[src/hw/rtl/ntfh_pkg.sv]
// Package with types, constants and helpers for the normalized text hash core.
`timescale 1ns / 1ps
package ntfh_pkg;
  localparam int HOLD_DEPTH_DEF = 64;
  localparam int NEWLINE_COUNT_BITS_DEF = 16;
  localparam logic [63:0] FNV_BASIS = 64'hcbf29ce484222325;
  localparam logic [63:0] FNV_PRIME = 64'h00000100000001b3;
  localparam logic [3:0] KEY_LEN = 4'd7;
  localparam logic [7:0] CH_LF = 8'h0a;
  localparam logic [7:0] CH_CR = 8'h0d;
  localparam logic [7:0] CH_SP = 8'h20;
  localparam logic [7:0] CH_TAB = 8'h09;
  localparam logic [7:0] CH_EQ = 8'h3d;

  typedef struct packed {
    logic [7:0] data_byte;
    logic       last_byte;
  } in_item_t;

  typedef struct packed {
    logic [63:0] hash_value;
    logic        body_empty;
    logic        hold_overflow;
  } out_item_t;

  typedef enum logic [2:0] {
    PH_LEAD, PH_KEY, PH_TAIL, PH_KEEP, PH_DROP
  } phase_t;

  typedef enum logic [3:0] {
    ST_IDLE, ST_BYTE, ST_KDEBT, ST_KRD, ST_KEM, ST_KCUR,
    ST_ESET, ST_EDEBT, ST_ERD, ST_EEM, ST_END, ST_OUT
  } state_t;

  // Commands from the controller to the datapath.
  typedef struct packed {
    logic capture;
    logic classify;
    logic debt_step;
    logic emit_held;
    logic emit_cur;
    logic end_start;
    logic end_done;
    logic finish;
  } cmd_t;

  // Status from the datapath to the controller.
  typedef struct packed {
    logic is_lf;
    logic is_last;
    logic emit;
    logic flush_more;
    logic debt_more;
  } sts_t;

  function automatic logic [7:0] key_char(input logic [3:0] i);
    logic [7:0] c;
    case (i)
      4'd0: c = 8'h66;
      4'd1: c = 8'h72;
      4'd2: c = 8'h61;
      4'd3: c = 8'h74;
      4'd4: c = 8'h69;
      4'd5: c = 8'h6e;
      4'd6: c = 8'h67;
      default: c = 8'h00;
    endcase
    return c;
  endfunction

  function automatic logic is_blank(input logic [7:0] c);
    return (c == CH_SP) || (c == CH_TAB);
  endfunction

  // The FNV prime is 2^40 + 0x1b3, so the product is a sum of shifted copies.
  function automatic logic [63:0] fnv_mul(input logic [63:0] x);
    return (x << 40) + (x << 8) + (x << 7) + (x << 5) + (x << 4) + (x << 1) + x;
  endfunction
endpackage

[src/hw/rtl/ntfh_ctrl.sv]
// Controller state machine that sequences byte handling, flushes and line ends.
`timescale 1ns / 1ps
module ntfh_ctrl (
  input  logic           clk,
  input  logic           rst,
  input  logic           in_valid,
  output logic           in_stall,
  input  logic           out_full,
  input  ntfh_pkg::sts_t sts,
  output ntfh_pkg::cmd_t cmd
);
  import ntfh_pkg::*;

  state_t state, state_next;

  always_ff @(posedge clk) begin
    if (rst) begin
      state <= ST_IDLE;
    end else begin
      state <= state_next;
    end
  end

  always_comb begin
    state_next = state;
    case (state)
      ST_IDLE: begin
        if (in_valid) state_next = ST_BYTE;
      end
      ST_BYTE: begin
        if (sts.is_lf) state_next = ST_ESET;
        else if (sts.emit) state_next = ST_KDEBT;
        else if (sts.is_last) state_next = ST_ESET;
        else state_next = ST_IDLE;
      end
      ST_KDEBT: begin
        if (!sts.debt_more) state_next = ST_KRD;
      end
      ST_KRD: state_next = sts.flush_more ? ST_KEM : ST_KCUR;
      ST_KEM: state_next = ST_KRD;
      ST_KCUR: state_next = sts.is_last ? ST_ESET : ST_IDLE;
      ST_ESET: state_next = ST_EDEBT;
      ST_EDEBT: begin
        if (!(sts.flush_more && sts.debt_more)) state_next = ST_ERD;
      end
      ST_ERD: state_next = sts.flush_more ? ST_EEM : ST_END;
      ST_EEM: state_next = ST_ERD;
      ST_END: begin
        if (sts.is_last) state_next = sts.is_lf ? ST_ESET : ST_OUT;
        else state_next = ST_IDLE;
      end
      ST_OUT: begin
        if (!out_full) state_next = ST_IDLE;
      end
      default: state_next = ST_IDLE;
    endcase
  end

  always_comb begin
    cmd = '0;
    in_stall = 1'b1;
    case (state)
      ST_IDLE: begin
        in_stall = 1'b0;
        cmd.capture = in_valid;
      end
      ST_BYTE: cmd.classify = 1'b1;
      ST_KDEBT: cmd.debt_step = 1'b1;
      ST_KEM: cmd.emit_held = 1'b1;
      ST_KCUR: cmd.emit_cur = 1'b1;
      ST_ESET: cmd.end_start = 1'b1;
      ST_EDEBT: cmd.debt_step = sts.flush_more;
      ST_EEM: cmd.emit_held = 1'b1;
      ST_END: cmd.end_done = 1'b1;
      ST_OUT: cmd.finish = !out_full;
      default: cmd = '0;
    endcase
  end
endmodule

[src/hw/rtl/ntfh_dp.sv]
// Datapath with the hold memory, key matcher, newline debt and FNV-1a hash.
`timescale 1ns / 1ps
module ntfh_dp #(
  parameter int HOLD_DEPTH = ntfh_pkg::HOLD_DEPTH_DEF,
  parameter int NEWLINE_COUNT_BITS = ntfh_pkg::NEWLINE_COUNT_BITS_DEF
) (
  input  logic                clk,
  input  logic                rst,
  input  ntfh_pkg::in_item_t  in_item,
  input  ntfh_pkg::cmd_t      cmd,
  output ntfh_pkg::sts_t      sts,
  output ntfh_pkg::out_item_t result
);
  import ntfh_pkg::*;

  localparam int AW = $clog2(HOLD_DEPTH);
  localparam int CW = AW + 1;
  localparam logic [CW-1:0] DEPTH_C = CW'(HOLD_DEPTH);
  localparam logic [NEWLINE_COUNT_BITS-1:0] DEBT_MAX = '1;

  logic [7:0] hold_mem [HOLD_DEPTH];
  logic [7:0] rd_data;
  logic [7:0] cur;
  logic       last;
  logic       lf_pend;
  logic [63:0] running_hash;
  logic [CW-1:0] hold_count;
  logic [CW-1:0] nb_len;
  logic [CW-1:0] nb_len_prev;
  logic       last_cr;
  logic [CW-1:0] rd_ptr;
  logic [CW-1:0] flush_len;
  logic [CW-1:0] trim_len;
  phase_t     phase;
  phase_t     phase_next;
  logic [3:0] kidx;
  logic [3:0] kidx_next;
  logic       line_has_content;
  logic       body_started;
  logic [NEWLINE_COUNT_BITS-1:0] debt;
  logic       overflow_seen;
  logic       debt_more;
  logic [7:0] low;
  logic       blank;
  logic       push;
  logic       drop;
  logic       take;
  logic       emit;
  logic       do_push;
  logic [7:0] hb;
  logic       hen;

  assign low = (cur >= 8'h41 && cur <= 8'h5a) ? cur + 8'd32 : cur;
  assign blank = is_blank(cur);

  // Byte classification: hold it, drop the line, or move to the keep phase.
  always_comb begin
    push = 1'b0;
    drop = 1'b0;
    take = 1'b0;
    phase_next = phase;
    kidx_next = kidx;
    case (phase)
      PH_LEAD: begin
        if (blank) push = 1'b1;
        else if (low == key_char(4'd0)) begin
          push = 1'b1;
          phase_next = PH_KEY;
          kidx_next = 4'd1;
        end else take = 1'b1;
      end
      PH_KEY: begin
        if (cur == CH_EQ) begin
          if (kidx == KEY_LEN) drop = 1'b1;
          else take = 1'b1;
        end else if (blank) begin
          if (kidx == KEY_LEN) begin
            push = 1'b1;
            phase_next = PH_TAIL;
          end else take = 1'b1;
        end else if (kidx < KEY_LEN && low == key_char(kidx)) begin
          push = 1'b1;
          kidx_next = kidx + 4'd1;
        end else take = 1'b1;
      end
      PH_TAIL: begin
        if (blank) push = 1'b1;
        else if (cur == CH_EQ) drop = 1'b1;
        else take = 1'b1;
      end
      PH_KEEP: take = 1'b1;
      default: phase_next = phase;
    endcase
    if (drop) phase_next = PH_DROP;
    if (take) phase_next = PH_KEEP;
    emit = take && !blank && (cur != CH_CR);
    if (take && !emit) push = 1'b1;
  end

  assign do_push = cmd.classify && !lf_pend && push && (hold_count < DEPTH_C);
  assign trim_len = last_cr ? nb_len_prev : nb_len;
  assign debt_more = !line_has_content && (debt != '0);

  assign sts.is_lf = lf_pend;
  assign sts.is_last = last;
  assign sts.emit = emit;
  assign sts.flush_more = rd_ptr < flush_len;
  assign sts.debt_more = debt_more;

  // Hash input selection: owed newlines, held bytes or the current byte.
  always_comb begin
    hen = 1'b0;
    hb = cur;
    if (cmd.debt_step && debt_more) begin
      hen = 1'b1;
      hb = CH_LF;
    end else if (cmd.emit_held) begin
      hen = 1'b1;
      hb = rd_data;
    end else if (cmd.emit_cur) begin
      hen = 1'b1;
      hb = cur;
    end
  end

  always_ff @(posedge clk) begin
    if (do_push) hold_mem[hold_count[AW-1:0]] <= cur;
    rd_data <= hold_mem[rd_ptr[AW-1:0]];
    if (cmd.capture) begin
      cur <= in_item.data_byte;
      last <= in_item.last_byte;
    end
  end

  always_ff @(posedge clk) begin
    if (rst || cmd.finish) begin
      running_hash <= FNV_BASIS;
      hold_count <= '0;
      nb_len <= '0;
      nb_len_prev <= '0;
      last_cr <= 1'b0;
      rd_ptr <= '0;
      flush_len <= '0;
      phase <= PH_LEAD;
      kidx <= '0;
      line_has_content <= 1'b0;
      body_started <= 1'b0;
      debt <= '0;
      overflow_seen <= 1'b0;
      lf_pend <= 1'b0;
    end else begin
      if (cmd.capture) lf_pend <= (in_item.data_byte == CH_LF);
      if (hen) running_hash <= fnv_mul(running_hash ^ {56'd0, hb});
      if (cmd.debt_step && debt_more) debt <= debt - 1'b1;
      if (cmd.emit_held || cmd.emit_cur) begin
        line_has_content <= 1'b1;
        body_started <= 1'b1;
      end
      if (cmd.emit_held) rd_ptr <= rd_ptr + 1'b1;
      if (cmd.classify && !lf_pend) begin
        phase <= phase_next;
        kidx <= kidx_next;
        if (push) begin
          if (hold_count < DEPTH_C) begin
            hold_count <= hold_count + 1'b1;
            nb_len_prev <= nb_len;
            if (!blank) nb_len <= hold_count + 1'b1;
            last_cr <= (cur == CH_CR);
          end else begin
            overflow_seen <= 1'b1;
          end
        end
        if (drop) begin
          hold_count <= '0;
          nb_len <= '0;
          nb_len_prev <= '0;
          last_cr <= 1'b0;
        end
        if (emit) begin
          flush_len <= hold_count;
          rd_ptr <= '0;
        end
      end
      if (cmd.emit_cur) begin
        hold_count <= '0;
        nb_len <= '0;
        nb_len_prev <= '0;
        last_cr <= 1'b0;
        rd_ptr <= '0;
      end
      if (cmd.end_start) begin
        flush_len <= (phase != PH_DROP) ? trim_len : '0;
        rd_ptr <= '0;
      end
      if (cmd.end_done) begin
        if (phase != PH_DROP && body_started) begin
          if (debt != DEBT_MAX) debt <= debt + 1'b1;
          else overflow_seen <= 1'b1;
        end
        hold_count <= '0;
        nb_len <= '0;
        nb_len_prev <= '0;
        last_cr <= 1'b0;
        rd_ptr <= '0;
        flush_len <= '0;
        phase <= PH_LEAD;
        kidx <= '0;
        line_has_content <= 1'b0;
        lf_pend <= 1'b0;
      end
    end
  end

  assign result.hash_value = body_started ? running_hash : 64'd0;
  assign result.body_empty = !body_started;
  assign result.hold_overflow = overflow_seen;
endmodule

[src/hw/rtl/normalized_text_fnv1a64_hash_core.sv]
// Top level of the normalized text FNV-1a 64-bit hash core.
// Each byte is captured while idle and then classified; a byte that is only held or
// skipped ends there, and a byte that releases held text then hashes each owed newline,
// each held byte and itself. A line end hashes the owed newlines when any held bytes are
// kept, then the kept held bytes; the last byte adds a closing line end and an output step.
// Input is taken only while idle, so it stalls during flushes and on a full output.
// Reset is synchronous and returns the hash to the FNV offset basis with nothing held.
`timescale 1ns / 1ps
module normalized_text_fnv1a64_hash_core #(
  parameter int HOLD_DEPTH = ntfh_pkg::HOLD_DEPTH_DEF,
  parameter int NEWLINE_COUNT_BITS = ntfh_pkg::NEWLINE_COUNT_BITS_DEF
) (
  input  logic                clk,
  input  logic                rst,
  input  logic                in_valid,
  output logic                in_stall,
  input  ntfh_pkg::in_item_t  in_data,
  output logic                out_valid,
  input  logic                out_stall,
  output ntfh_pkg::out_item_t out_data
);
  import ntfh_pkg::*;

  cmd_t cmd;
  sts_t sts;
  out_item_t result;

  ntfh_ctrl u_ctrl (
    .clk(clk), .rst(rst), .in_valid(in_valid), .in_stall(in_stall),
    .out_full(out_valid && out_stall), .sts(sts), .cmd(cmd)
  );

  ntfh_dp #(.HOLD_DEPTH(HOLD_DEPTH), .NEWLINE_COUNT_BITS(NEWLINE_COUNT_BITS)) u_dp (
    .clk(clk), .rst(rst), .in_item(in_data), .cmd(cmd), .sts(sts), .result(result)
  );

  always_ff @(posedge clk) begin
    if (rst) begin
      out_valid <= 1'b0;
    end else if (cmd.finish) begin
      out_valid <= 1'b1;
    end else if (!out_stall) begin
      out_valid <= 1'b0;
    end
  end

  always_ff @(posedge clk) begin
    if (cmd.finish) out_data <= result;
  end
endmodule

[config.mk]
export PLATFORM = sky130hd
export DESIGN_NAME = normalized_text_fnv1a64_hash_core
export DESIGN_NICKNAME = d
export VERILOG_FILES = /design/src/hw/rtl/ntfh_pkg.sv /design/src/hw/rtl/ntfh_ctrl.sv /design/src/hw/rtl/ntfh_dp.sv /design/src/hw/rtl/normalized_text_fnv1a64_hash_core.sv
export SDC_FILE = /design/constraint.sdc
export NUM_CORES = 2
export LEC_CHECK = 0
export ABC_AREA = 1
export BUFFER_PORTS_ARGS = -buffer_cell sky130_fd_sc_hd__buf_2
export CORE_MARGIN = 3
export CORE_UTILIZATION = 35
export CTS_BUF_LIST = sky130_fd_sc_hd__clkbuf_4 sky130_fd_sc_hd__clkbuf_8
export DETAILED_ROUTE_END_ITERATION = 10
export PLACE_DENSITY_LB_ADDON = 0.05
export SLEW_MARGIN = 15
export SYNTH_ARGS = -nofsm -noshare
export SYNTH_HDL_FRONTEND = slang
export SYNTH_SLANG_ARGS = --single-unit
[constraint.sdc]
create_clock -name clk -period 7.9 [get_ports clk]
set_input_delay 1.185 -clock clk [delete_from_list [all_inputs] [get_ports clk]]
set_output_delay 1.185 -clock clk [all_outputs]
set_load 0.05 [all_outputs]
==> results.py <==
metrics = {
    "run_status": {
        "outcome": "complete, no violations",
    },
    "sta": {
        "setup_viol": 0,
        "maxSlewHeadroom": 0.308,
        "skew_ns": 0.0688,
        "post-route-period-util": 0.886,
        "rsz0062_at_grt": "false",
        "finalSetupTns_ns": 0,
        "min_period_ns": 7.00,
        "hold_violations": 0,
        "slew_viol_final": 0,
        "whs_ns": 0.444,
        "clock.fmax_mhz": 143,
        "tightest_slew_ns": 1.04,
    },
    "floorplan": {
        "ioPinCount": 81,
        "core-area_um2": 115000,
        "die_w_um": 348,
        "die-area_um2": 121000,
        "row_count": 124,
        "die_y_um": 348,
        "start_util": 0.355,
    },
    "synth": {
        "ys_async_sr_fraction": 0,
        "netlist_instances": 4101,
        "synthFlopType": "edfxtp_1",
        "ys_seq_area_frac": 0.499,
        "synth_top_area_share": 0.430,
        "synth_edf_count": 587,
        "synth_largest_area_cell": "edfxtp_1",
        "syn_nets": 4478,
        "synth_area_um2": 40900,
        "yosys_register_bits": 727,
        "ys_top_cells_by_area": "edfxtp_1, fa_1, dfxtp_1",
        "synth_cell_types": 65,
        "ys_warn_count": 0,
        "avgSynthCellArea_um2": 9.99,
    },
    "clock_network": {
        "h-tree-depth": 4,
        "clk_latency_ns": 0.85,
        "tritoncts": "built",
        "clk_pin_slew_ns": 0.06,
        "cts_buffers": 142,
        "cts_setup_buffers": 0,
        "cts-root-buf": "clkbuf_8",
        "cts_buffer_depth": 3,
        "holdBufCountCts": 0,
        "cts_resized": 0,
        "clock_sinks": 727,
    },
    "detailed_routing": {
        "drcViolationCount": 0,
        "drt_wl_total_mm": 131,
        "drtPass1Iterations": 5,
        "antenna_left": 0,
        "drt_iter0_markers": 1699,
        "wl_per_cell_um": 22.3,
        "avgViaCountPerCell": 5.06,
        "dr_total_vias": 29700,
    },
    "critical_path": {
        "crit_slowest_cell": "fa_1",
        "r2r_setup_slack_ns": 0.90,
        "cp_max_fo": 15,
        "timing.rr.end": "u_dp.running_hash[55]",
        "path_buf_inv": 5,
        "max_stage_delay_ns": 0.53,
        "startpoint_type": "flip-flop",
        "startpoint": "u_dp.rd_ptr[5]",
        "endpoint_kind": "flip-flop",
        "cp.arrival_ns": 7.69,
        "r2r_cells": 27,
        "cp_num_cells": 27,
        "critPathKind": "flip-flop to flip-flop",
        "crit_required_ns": 8.59,
        "worstReg2RegStart": "u_dp.rd_ptr[5]",
        "cp_top_family": "adder cells",
        "endpoint": "u_dp.running_hash[55]",
    },
    "run": {
        "cap_violations": 0,
    },
    "global_route": {
        "grtUsageTotal": 0.217,
        "grt_pass1_wl_mm": 197,
        "antenna_found_initial": 2,
        "grt_pass1_vias": 30900,
        "globalRouteOverflowTotal": 0,
        "grt_start_max_net_pins": 176,
    },
    "placed_design": {
        "port_buffers": 80,
        "dp_hpwl_mm": 88.1,
        "dp.cells": 5614,
        "place_congestion": 0.960,
    },
    "cells_and_area": {
        "layout_common_cells": "inv_1, edfxtp_1, nand2_1, nor2_1, o21ai_0",
        "post_layout_nonfiller_instances": 5871,
        "final_util": 0.400,
        "final_common_cell": "inv_1",
        "layout-drive-gt1-share": 0.108,
        "syn2layout_area_growth_pct": 12.7,
        "nets": 4623,
    },
    "hold_path": {
        "hold_class": "flip-flop to flip-flop",
    },
}
==> logic make-up (layout without fill, tap and decap cells) <==
kind of cell | count (synthesis) | after routing | share of synthesized area
simple gates | 1281 | 1281 | 0.134
compound gates | 833 | 833 | 0.118
buf+inv | 823 | 1077 | 0.0765
flops | 727 | 727 | 0.499
fa+ha+maj | 364 | 364 | 0.156
xor+xnor | 66 | 66 | 0.0145
mux | 7 | 7 | 0.00193
other cells | 0 | 4 | 0
==> worst reg2reg max path: cells and delay by family, from the launching register on <==
kind	cells	cell delay, ns
buf+inv	5	0.48
fa+ha+maj	6	2.62
xor+xnor	1	0.17
simple gates	8	1.30
compound gates	7	1.75
flops	1	0.51
==> area by class of cell <==
| type | instances | area [µm²] |
|---|---|---|
| Fill cell | 11600 | 69100 |
| Sequential cell | 727 | 20400 |
| Multi-Input combinational cell | 2551 | 17400 |
| Inverter | 666 | 2510 |
| Clock buffer | 208 | 2500 |
| Tap cell | 1512 | 1890 |
| Timing Repair Buffer | 158 | 998 |
| Clock inverter | 45 | 380 |
| Antenna cell | 4 | 10.0 |
==> worst min-delay path by stage <==
stage	start	endpoint	slack [ns]	cells past startpoint
floorplan	u_dp.overflow_seen	out_data[0]	0.41	0
global placement	u_dp.overflow_seen	out_data[0]	0.44	0
detailed placement	u_dp.overflow_seen	out_data[0]	0.45	0
CTS	in_data[0]	u_dp.last	0.42	1
global route	in_data[0]	u_dp.last	0.45	1
finish	u_dp.overflow_seen	out_data[0]	0.44	0
==> flip-flops by register name (all words and copies together), names as in the netlist, 3 cells and up <==
| name | count |
|---|---|
| u_dp.hold_count | 7 |
| u_ctrl.state | 4 |
| u_dp.nb_len | 7 |
| u_dp.hold_mem | 512 |
| u_dp.cur | 8 |
| u_dp.rd_ptr | 7 |
| u_dp.phase | 3 |
| u_dp.nb_len_prev | 7 |
| u_dp.rd_data | 8 |
| out_data | 66 |
| u_dp.debt | 16 |
| u_dp.kidx | 4 |
| u_dp.flush_len | 7 |
| u_dp.running_hash | 64 |
==> layer usage <==
| layer | wire length [µm] | share of wire | vias up | GRT usage |
|---|---|---|---|---|
| li1 | - | - | 14200 | - |
| met1 | 55600 | 0.42 | 14600 | 0.270 |
| met2 | 65900 | 0.50 | 657 | 0.384 |
| met3 | 4890 | 0.037 | 238 | 0.0312 |
| met4 | 4680 | 0.036 | 0 | 0.0826 |
| met5 | 0 | 0 | - | 0 |
==> per-stage QoR <==
stage | cell area (µm²) | worst slack (ns)
after detailed placement | 43300 | 0.816
after global routing | 46100 | 0.449
after floorplan | 40900 | 1.99
after CTS | 46100 | 0.820
final | 46200 | 0.900
after global placement | 43300 | 0.822
==> synth_stat cells (4+ instances only) <==
library cell	n
or2_2	6
o21ai_0	381
a21o_1	11
inv_2	10
fa_1	242
a21oi_1	167
inv_1	650
a21boi_0	5
o211ai_1	54
nand4_1	60
nand3b_1	5
ha_1	122
a31oi_1	24
xnor2_1	26
nor3_1	70
a22oi_1	7
a221o_1	4
buf_6	4
nand3_2	8
a221oi_1	8
clkbuf_1	137
nand2_1	496
o221ai_1	51
nand3_1	138
nand2_2	5
dfxtp_1	140
nor4_1	10
mux2_2	7
nor3_2	14
edfxtp_1	587
buf_2	7
o21bai_1	13
buf_1	8
o22ai_1	83
clkinv_1	5
xor2_1	38
nor2_1	455
Power is not shown: default switching activity piles up to over one toggle a cycle in this logic, so the estimate is an artifact.
